--- config.mk ---
export PLATFORM = sky130hd
export DESIGN_NAME = sdft_div_step
export DESIGN_NICKNAME = d
export VERILOG_FILES = /design/src/rtl/core/sdft_pkg.sv /design/src/rtl/core/sdft_div_step.sv
export SDC_FILE = /design/constraint.sdc
export NUM_CORES = 1
export LEC_CHECK = 0
export BUFFER_PORTS_ARGS = -buffer_cell sky130_fd_sc_hd__buf_2
export CORE_AREA = 2 2 204 206
export DETAILED_ROUTE_END_ITERATION = 8
export DIE_AREA = 0 0 206 208
export PLACE_DENSITY = 0.67
export SETUP_SLACK_MARGIN = 0.1
export SYNTH_ARGS = -nofsm -noshare
export SYNTH_HDL_FRONTEND = slang
export SYNTH_SLANG_ARGS = --single-unit
--- constraint.sdc ---
create_clock -name clk -period 42.3 [get_ports clk]
set_input_delay 4.23 -clock clk [delete_from_list [all_inputs] [get_ports clk]]
set_output_delay 4.23 -clock clk [all_outputs]
set_load 0.02 [all_outputs]
--- src/rtl/core/sdft_pkg.sv ---
// Shared types and constants for the signed floor/truncate divider.
// No dependencies; imported by sdft_div_step and the top level.
`timescale 1ns / 1ps
`default_nettype none

package sdft_pkg;

  // Port width of numerator, denominator, quotient and remainder.
  localparam int PORT_W = 64;
  // Arithmetic width; operands use the low DATA_W bits, sign-extended.
  localparam int DATA_W = 64;

  typedef logic [DATA_W-1:0] word_t;

  typedef enum logic [1:0] {
    OP_TRUNC     = 2'd0,
    OP_TRUNC_REM = 2'd1,
    OP_FLOOR     = 2'd2,
    OP_FLOOR_REM = 2'd3
  } opcode_t;

  typedef enum logic [1:0] {
    ST_OK   = 2'd0,
    ST_DIV0 = 2'd1,
    ST_OVF  = 2'd2
  } status_t;

  // One word in flight through the divide pipeline.
  typedef struct packed {
    logic    valid;
    logic    rem_only;
    logic    floor_mode;
    logic    sn;          // numerator sign
    logic    sd;          // denominator sign
    status_t status;
    word_t   den;         // original denominator, for the floor correction
    word_t   dabs;        // |denominator|
    word_t   prem;        // partial remainder
    word_t   quo;         // dividend bits shifting out, quotient bits shifting in
  } div_lane_t;

endpackage

`default_nettype wire

--- src/rtl/core/sdft_div_step.sv ---
// One registered restoring-division step: produces one quotient bit.
// Depends on sdft_pkg.
`timescale 1ns / 1ps
`default_nettype none

module sdft_div_step (
  input  wire logic              clk,
  input  wire logic              rst,
  input  wire logic              en,
  input  wire sdft_pkg::div_lane_t cur,
  output sdft_pkg::div_lane_t    nxt
);
  import sdft_pkg::*;

  word_t             shifted;
  logic [DATA_W:0]   diff;
  logic              take;
  div_lane_t         lane_next;

  always_comb begin
    shifted   = {cur.prem[DATA_W-2:0], cur.quo[DATA_W-1]};
    diff      = {1'b0, shifted} - {1'b0, cur.dabs};
    take      = ~diff[DATA_W];
    lane_next = cur;
    lane_next.prem = take ? diff[DATA_W-1:0] : shifted;
    lane_next.quo  = {cur.quo[DATA_W-2:0], take};
  end

  always_ff @(posedge clk) begin
    if (rst) begin
      nxt.valid <= 1'b0;
    end else if (en) begin
      nxt <= lane_next;
    end
  end

endmodule

`default_nettype wire

; Word level (Yosys, flattened, before mapping)
; Cells that the tools add are included.
[op_classes]
n_addsub = 1
mux = 1
bitwise = 2
reduce_logical = 1
[ops]
columns = operator, count
row1 = subtractor 64 x 64 -> 65 bit, 1
row2 = two-way mux 64 bit, 1
row3 = inverter 1 bit, 2
row4 = AND reduction 2 bit, 1
[totals]
regBits = 263
in_bits = 266
output_inout_bits = 263
elab_cells = 15

; Depth between registers and ports, before layout
; Gate-level depths: netlist (run 1).
[logic_depth]
ltp_word = 2
depth_mapped = 15

; Worst setup path before layout (run 1)
; OpenSTA, ideal clock, no wires.
[synth_timing]
path_type = input to register
startpoint = in rst
endpoint = reg nxt[0] (netlist name) (enable)
setup_time_ns = 0.925
t_arrival_ns = 15.813
t_required_ns = 41.375
slack_ns = 25.561
path_stages = 1
n_path_buf = 0
cell_sequence = nor2b_1
[synth_via]
elab_chain_cells = 2
[synth_lines]
columns = element, line
row1 = "start, declared", sdft_div_step.sv:8  ; input wire logic rst,
row2 = inverter 1 bit (no source line), n/a
row3 = AND reduction 2 bit (no source line), n/a
row4 = "end signal, assigned", sdft_div_step.sv:33  ; nxt <= lane_next;
row5 = "end, declared", sdft_div_step.sv:11  ; output sdft_pkg::div_lane_t nxt
; No other way between the ends.
; A chain may end at the register's enable or synchronous reset.

==> run_results.csv, run 1 <==
group,metric,value,unit
status,status,"finished, final reports clean",
synth,synthXorXnorAreaFrac,0.0422,
final_layout,layout_commonest_cell,"buf_2",
routing,drtIter0Drc,715,
clocking,clk_transition_reported_paths,60,ps
grt,grt_pass1_vias,10393,
placement,hpwlAfterDp,34500,um
final_layout,fin_util,0.415,
routing,drc_errors,0,
clocking,clk_latency,580,ps
setup_path,r2r_setup_slack,41720,ps
synth,syn-cell-area,0.0126,mm2
clocking,tritoncts,"done",
grt,antenna_found_initial,7,
final_layout,layout_common_cells,"buf_2 (527), edfxtp_1 (262), a21oi_1 (132), nor2_1 (85), inv_1 (81)",
setup_path,critical_path.endpoint_type,"register",
sta,drv_slew,0,
die,ios,529,
sta,clock.fmax,122,MHz
routing,wl,43300,um
setup_path,required,42630,ps
setup_path,cp.arrival,8510,ps
clocking,cts_made_buffers,30,
synth,yosysWarnings,0,
synth,synthArstFlopShare,0,
final_layout,fin_cells,2122,
placement,dp.cells,2064,
die,start_util,0.312,
synth,syn_nets,1371,
sta,rsz0062_at_grt,"false",
power_and_ir_drop,power_density,43.1,mW/mm2
grt,grtUsageTotal,0.192,
die,dieArea,0.0428,mm2
sta,worst_slew_pin_slew,1090,ps
grt,grt_max_degree,171,
synth,synth.avg_cell_area,12.2,um2
clocking,post_cts_buffers,0,
sta,slew_headroom,0.270,
clocking,numClockSinks,263,
final_layout,top_regs,"nxt (263)",
synth,synthSimpleGateAreaFrac,0.0856,
sta,fin_crit_sh,0.193,
routing,ant_nets,0,
final_layout,area_delta_synth_final,33.0,%
clocking,cts_buffer_depth,3,
grt,grt-ovfl-total,0,
synth,synth-seq-area-share,0.624,
final_layout,largest_reg_flops,263,
sta,hold_viol,0,
synth,synth_edf_count,262,
sta,min_period,8180,ps
sta,setup_viol,0,
die,fp.coreArea,0.0406,mm2
power_and_ir_drop,p_leak,7.29,nW
synth,ys_ff_latch,263,
synth,synthAdderAreaFrac,0.0649,
setup_path,setup.worst_path.start_class,"input port",
synth,synth_top_family_by_area,"compound AO/OA/AOI/OAI gates",
synth,synth_compound_area_frac,0.130,
placement,port_buffers,527,
clocking,htree_num_levels,1,
setup_path,worst-path-max-fanout,66,
final_layout,drive_above_1_share,0.381,
synth,ys.flop_type,"edfxtp_1",
die,die_w,206,um
sta,whs,510,ps
clocking,hold_buffers,0,
job,cap_violations,0,
hold_path,hp-class,"register to register",
synth,synth_cells,1040,
synth,synthDistinctLibCells,58,
final_layout,regMostFlops,"nxt",
setup_path,worstSetupPathType,"input port to register",
clocking,cts.repair.resized,0,
routing,dr_total_vias,10367,
sta,finalClockSkew,0,ps
placement,gp_congestion,0.928,
die,num_rows,74,
power_and_ir_drop,peakVddDrop,0.0274,mV
final_layout,n_fill_cell,3913,
routing,drt_first_pass_iters,6,
synth,synth_mux_area_frac,0.0141,
clocking,cts-root-buf,"clkbuf_16",
sta,fin_tns_setup,0,ps
final_layout,finalNetCount,1895,
grt,grt_first_pass_wirelength,63000,um
die,die_h,208,um
routing,vias_per_cell,4.89,
routing,detail_route.wl_per_cell,20.4,um
## metrics by stage
step	power (mW)	cell area (um2)	setup slack, ps
2_1_floorplan	0.418	12600	25560
3_3_place_gp	0.467	15800	33560
3_5_place_dp	0.468	15800	33510
4_1_cts	0.732	16800	34110
5_1_grt	0.754	16800	33910
6_report	0.725	16800	34120
## path summary, 6_finish.rpt
path                                  to  cells after the start     start
worst max-delay path             nxt[87]                     15   cur[63]
worst min-delay path            nxt[262]                      2  nxt[262]
worst max register to register  nxt[262]                      2  nxt[262]
worst min register to register  nxt[262]                      2  nxt[262]
## power by group
part,total [mW],internal [mW],switching (mW)
sequential,0.316,0.311,0.00451
clock,0.261,0.149,0.112
combinational,0.148,0.0521,0.0959
total,0.725,0.512,0.213
## layout make-up
class	count	area, um2	area share
Tap cell	532	666	0.0396
Clock buffer	30	751	0.0446
Antenna cell	2	5.00	0.000298
Inverter	81	304	0.0181
Multi-Input combinational cell	656	4270	0.254
Timing Repair Buffer	532	2690	0.160
Clock inverter	26	248	0.0147
Sequential cell	263	7890	0.469
## cells in the mapped netlist, types with 15 or more instances
| library cell | instances | area share |
|---|---|---|
| clkbuf_1 | 26 | 0.0077 |
| ha_1 | 64 | 0.063 |
| nor2_1 | 85 | 0.025 |
| o21ai_0 | 47 | 0.019 |
| xnor2_1 | 30 | 0.021 |
| nand4_1 | 22 | 0.011 |
| nand2_1 | 70 | 0.021 |
| mux2_2 | 15 | 0.013 |
| inv_1 | 81 | 0.024 |
| a21o_1 | 26 | 0.015 |
| edfxtp_1 | 262 | 0.62 |
| xor2_1 | 31 | 0.021 |
| a21oi_1 | 132 | 0.052 |
## layer usage
| metal | share of wire | GRT usage |
|---|---|---|
| met2 | 0.48 | 0.332 |
| met4 | 0.042 | 0.0692 |
| met3 | 0.092 | 0.0512 |
| met1 | 0.38 | 0.228 |
| met5 | 0.0013 | 0 |
## cell families after synthesis
group                    Yosys count
buffers and inverters            121
adder cells (fa/ha/maj)           65
multiplexers                      16
XOR/XNOR                          61
AO/OA/AOI/OAI                    277
flip-flops                       263
AND/OR/NAND/NOR                  237
## worst max-delay path: stages
cell	delay (ps)
buf_2	100
inv_1	40
ha_1	220
fa_1	420
nand2b_1	190
a21o_1	210
a21oi_2	250
o31a_1	250
a22oi_1	220
a21oi_2	310
a31oi_1	240
o21ai_4	180
buf_4	460
buf_4	660
mux2_2	410
No activity file was read; power rests on OpenSTA's default activity.
==> run 2, diff against run 1 <==
clock period = 8.1 ns   (was 42.3 ns; I/O delays follow)
==> run 2 against run 1 <==
- register-to-register slack worse by 34000 ps
- worst setup slack worse by 30000 ps
- highest routed layer unchanged
- die area unchanged
- count of clock-buffer cells in the layout rose by 2
- non-clock buffer count rose by 1
- via count about the same
- sequential cell count unchanged
==> run_results.csv, run 2 (same netlist as run 1, synthesis figures left out) <==
group,metric,value,unit
grt,antenna_found_initial,12,
setup_path,r2r_setup_slack,7520,ps
placement,dp.cells,2065,
routing,dr_total_vias,10370,
clocking,cts-root-buf,"clkbuf_16",
setup_path,cp.arrival,4470,ps
power_and_ir_drop,power_density,223,mW/mm2
hold_path,hp-start,"cur[192]",
final_layout,layout_commonest_cell,"buf_2",
die,die_w,206,um
sta,fin_crit_sh,0.513,
grt,grt_pass1_vias,10370,
die,start_util,0.312,
die,dieArea,0.0428,mm2
hold_path,min_to,"nxt[192]",
final_layout,layout_common_cells,"buf_2 (527), edfxtp_1 (262), a21oi_1 (132), nor2_1 (85), inv_1 (81)",
clocking,cts.repair.resized,0,
power_and_ir_drop,p_leak,7.28,nW
power_and_ir_drop,peakVddDrop,0.151,mV
grt,grt_max_degree,145,
clocking,clk_latency,580,ps
final_layout,fin_util,0.414,
clocking,cts_buffer_depth,3,
hold_path,hp-class,"input port to register",
die,fp.coreArea,0.0406,mm2
clocking,tritoncts,"done",
sta,finalClockSkew,0,ps
sta,clock.fmax,241,MHz
final_layout,fin_area,0.0168,mm2
final_layout,fin_cells,2122,
sta,final.setup.worst_slack,3940,ps
sta,min_period,4160,ps
final_layout,finalNetCount,1896,
clocking,clk_transition_reported_paths,70,ps
placement,pre_cts_slack,3320,ps
grt,grtUsageTotal,0.202,
die,ios,529,
sta,setup_viol,0,
status,status,"finished, final reports clean",
placement,gp_congestion,0.890,
die,die_h,208,um
final_layout,area_delta_synth_final,32.7,%
setup_path,reg2reg_from,"nxt[262]",
clocking,hold_buffers,0,
sta,worst_slew_pin_slew,948,ps
die,num_rows,74,
grt,grt-ovfl-total,0,
routing,vias_per_cell,4.89,
sta,whs,393,ps
setup_path,ff2ff_path_depth,2,
routing,drtIter0Drc,748,
setup_path,cp-startpoint,"cur[63]",
sta,drv_slew,0,
routing,detail_route.wl_per_cell,21.4,um
final_layout,regMostFlops,"nxt",
sta,hold_viol,0,
job,cap_violations,0,
clocking,post_cts_buffers,0,
routing,wl,45300,um
routing,ant_nets,0,
sta,fin_tns_setup,0,ps
placement,port_buffers,527,
clocking,numClockSinks,263,
routing,drc_errors,0,
setup_path,worstSetupPathType,"input port to register",
grt,grt_first_pass_wirelength,65200,um
final_layout,largest_reg_flops,263,
setup_path,worst-path-max-fanout,61,
setup_path,setup.worst_path.start_class,"input port",
setup_path,critical_path.endpoint_type,"register",
sta,rsz0062_at_grt,"false",
power_and_ir_drop,power,3.75,mW
hold_path,hold_depth,1,
sta,slew_headroom,0.368,
clocking,cts_made_buffers,30,
routing,drt_first_pass_iters,5,
setup_path,reg2reg_to,"nxt[262]",
final_layout,drive_above_1_share,0.381,
placement,hpwlAfterDp,36300,um
setup_path,required,8410,ps
final_layout,top_regs,"nxt (263)",
clocking,htree_num_levels,1,
placement,place_area,0.0158,mm2
run 2: cell type report:
class	instances	area, um2
fill	3942	23800
inverter	81	304
sequential	263	7890
multi-input combinational	656	4270
timing repair buffer	533	2700
clock buffer	32	758
clock inverter	22	198
tap	532	666
antenna	3	7.51
run 2: worst max-delay path: stages:
cell and delay (ps):
buf_2 90, inv_1 40, ha_1 220, fa_1 410
nand2b_1 190, a21o_1 210, a21oi_2 230, o31a_1 240
a22oi_1 210, a21oi_2 340, a31oi_1 250, o21ai_4 200
buf_4 560, mux2_2 430
run 2: per-layer routing:
| layer | up-vias | track usage | share of wire |
|---|---|---|---|
| met1 | 4961 | 0.239 | 0.39 |
| met2 | 427 | 0.360 | 0.49 |
| met5 | - | 0 | 0.0014 |
| met4 | 10 | 0.0520 | 0.030 |
| li1 | 4894 | - | - |
| met3 | 78 | 0.0537 | 0.080 |
run 2: power breakdown:
part / internal, mW / switching, mW
Combinational: 0.273 / 0.501
Sequential: 1.62 / 0.0255
Clock: 0.744 / 0.580
run 2: worst max-delay path by stage:
| stage | endpoint | slack [ps] | cells after the start |
|---|---|---|---|
| after detailed placement | nxt[86] | 3320 | 14 |
| after floorplan | nxt[0] | 2940 | 1 |
| after global routing | nxt[86] | 3700 | 14 |
| after CTS | nxt[86] | 3920 | 14 |
| after global placement | nxt[86] | 3370 | 14 |
| final | nxt[86] | 3940 | 14 |
==> run 3, diff against run 2 <==
PLACE_DENSITY = 0.69   (was 0.67)
clock period = 3.8 ns   (was 8.1 ns; I/O delays follow)
==> run 3 against run 2 <==
- count of clock-buffer cells in the layout increased by 5
- sequential cell count unchanged
- critical path depth increased by 1
- clock power increased by 110%
- non-clock buffer count increased by 217
- global-route usage increased by 1.0 points
==> run_results.csv, run 3 (same netlist as run 1, synthesis figures left out) <==
group,metric,value,unit
status,status,"finished, final reports clean",
routing,detail_route.wl_per_cell,20.6,um
setup_path,cp.arrival,3900,ps
power_and_ir_drop,internal_power,5.76,mW
clocking,htree_num_levels,1,
job,cap_violations,0,
power_and_ir_drop,power,8.15,mW
setup_path,setup.worst_path.start_class,"input port",
die,dieArea,0.0428,mm2
grt,met2_usage,0.361,
final_layout,finalNetCount,2112,
final_layout,fin_area,0.0189,mm2
clocking,clk_latency,570,ps
die,die_h,208,um
setup_path,slowest_stage,"dlygate4sd3_1",
sta,drv_slew,0,
setup_path,worstSetupPathType,"input port to register",
die,num_rows,74,
routing,drt_first_pass_iters,6,
final_layout,area_delta_synth_final,49.4,%
grt,busiest_layer,"met2",
placement,port_buffers,527,
final_layout,layout_commonest_cell,"buf_2",
routing,ant_nets,0,
clocking,clk_transition_reported_paths,70,ps
final_layout,drive_above_1_share,0.350,
power_and_ir_drop,seqPwrFrac,0.433,
power_and_ir_drop,power_density,432,mW/mm2
placement,hpwlAfterDp,36200,um
power_and_ir_drop,clkPwrFrac,0.335,
routing,vias_per_cell,4.93,
setup_path,cp_cell_sequence,"dlygate4sd3_1 -> buf_2 -> inv_1 -> ha_1 -> a21oi_1 -> o21a_1 -> o22ai_1 -> nor3_1 -> o221ai_1 -> buf_4 -> o21ai_1 -> o21ai_0 -> a21oi_1 -> xnor2_1 -> a21oi_1",
setup_path,cpMostUsedCell,"a21oi_1",
clocking,numClockSinks,263,
die,die_w,206,um
sta,slew_headroom,0.424,
sta,finalClockSkew,0,ps
sta,final.setup.worst_slack,216,ps
routing,wl,48300,um
final_layout,layout_common_cells,"buf_2 (527), edfxtp_1 (262), dlygate4sd3_1 (185), a21oi_1 (132), nor2_1 (85)",
clocking,tritoncts,"done",
grt,grtUsageTotal,0.212,
routing,drtIter0Drc,843,
power_and_ir_drop,p_sw,2.39,mW
grt,met3_usage,0.0575,
routing,dr_total_vias,11535,
power_and_ir_drop,p_leak,8.18,nW
die,start_util,0.312,
power_and_ir_drop,peakVddDrop,0.376,mV
clocking,cts-root-buf,"clkbuf_16",
setup_path,required,4110,ps
power_and_ir_drop,comb_power_share,0.232,
grt,grt_first_pass_wirelength,68700,um
sta,fin_crit_sh,0.943,
sta,min_period,3580,ps
die,ios,529,
grt,antenna_found_initial,8,
final_layout,top_regs,"nxt (263)",
setup_path,worst-path-max-fanout,8,
grt,grt_max_degree,140,
setup_path,max_stage_delay,530,ps
clocking,post_cts_buffers,0,
sta,fin_tns_setup,0,ps
placement,gp_congestion,0.926,
grt,grt_pass1_vias,11595,
sta,clock.fmax,279,MHz
routing,drc_errors,0,
clocking,cts_buffer_depth,3,
grt,grt-ovfl-total,0,
placement,pre_cts_slack,41.7,ps
final_layout,regMostFlops,"nxt",
sta,hold_viol,0,
placement,place_area,0.0161,mm2
grt,use_met1,0.242,
final_layout,largest_reg_flops,263,
sta,setup_viol,0,
die,fp.coreArea,0.0406,mm2
hold_path,hp-class,"input port to register",
setup_path,critical_path.endpoint_type,"register",
power_and_ir_drop,p_sw_frac,0.293,
sta,rsz0062_at_grt,"false",
sta,worst_slew_pin_slew,864,ps
clocking,cts_made_buffers,29,
==> run 3: cell types whose count changed in the layout (fill, tap and decap cells not counted), moves of 2 or more <==
cell,change
dlygate4sd3_1,+185
buf_4,+29
clkbuf_1,+6
clkinv_2,-6
buf_12,+3
clkinv_1,+2
clkinvlp_4,-2
diode_2,+2
o31ai_1,-2
==> run 3: layer usage <==
layer | up-vias | routed length, um | part of all wire
met5 | - | 31 | 0.00064
met4 | 4 | 2570 | 0.053
met3 | 116 | 4030 | 0.083
met2 | 585 | 23300 | 0.48
met1 | 5492 | 18300 | 0.38
li1 | 5338 | - | -
==> run 3: final cells by class <==
cell class / instances / area (um2)
Multi-Input combinational cell: 656 / 4300
Sequential cell: 263 / 7890
Inverter: 81 / 304
Antenna cell: 5 / 12.5
Clock inverter: 15 / 141
Timing Repair Buffer: 750 / 4820
Clock buffer: 37 / 756
Fill cell: 3653 / 21700
Tap cell: 532 / 666
==> run 3: worst max-delay path: cells and delay by family <==
family / cells / cell delay, ps
AOI/OAI and AO/OA: 8 / 1810
adders and majority gates: 1 / 380
buffers and inverters: 4 / 870
and+or+nand+nor: 1 / 250
xor gates and xnor gates: 1 / 200
==> run 3: worst paths after layout <==
check | slack, ps | endpoint | from | cells after the start
hold reg to reg | 500 | nxt[262] | nxt[262] | 2
setup reg to reg | 3210 | nxt[262] | nxt[262] | 2
setup / recovery | 220 | nxt[117] | cur[148] | 15
hold / removal | 30 | nxt[220] | cur[220] | 1
==> run 3: power by group through the flow <==
stage	registers, mW	clock network, mW	logic [mW]
2_1_floorplan	3.87	0	0.738
3_3_place_gp	3.58	0	1.69
3_5_place_dp	3.58	0	1.71
4_1_cts	3.53	2.78	1.87
5_1_grt	3.55	2.90	2.03
6_report	3.53	2.73	1.89
==> run 3: through the flow <==
step                hold WS, ps   util  instances
floorplan                   452      -       1040
global placement            469  0.397       2097
detailed placement          490  0.397       2097
CTS                       0.206  0.465       2334
global route              -5.98  0.466       2338
finish                     27.1  0.466       2339
==> run 3: what timing repair did <==
item | CTS | global route
hold endpoints to repair | 185 | 0
setup endpoints to repair | 0 | 52
resized for setup | 0 | 5
hold buffers | 185 | 0
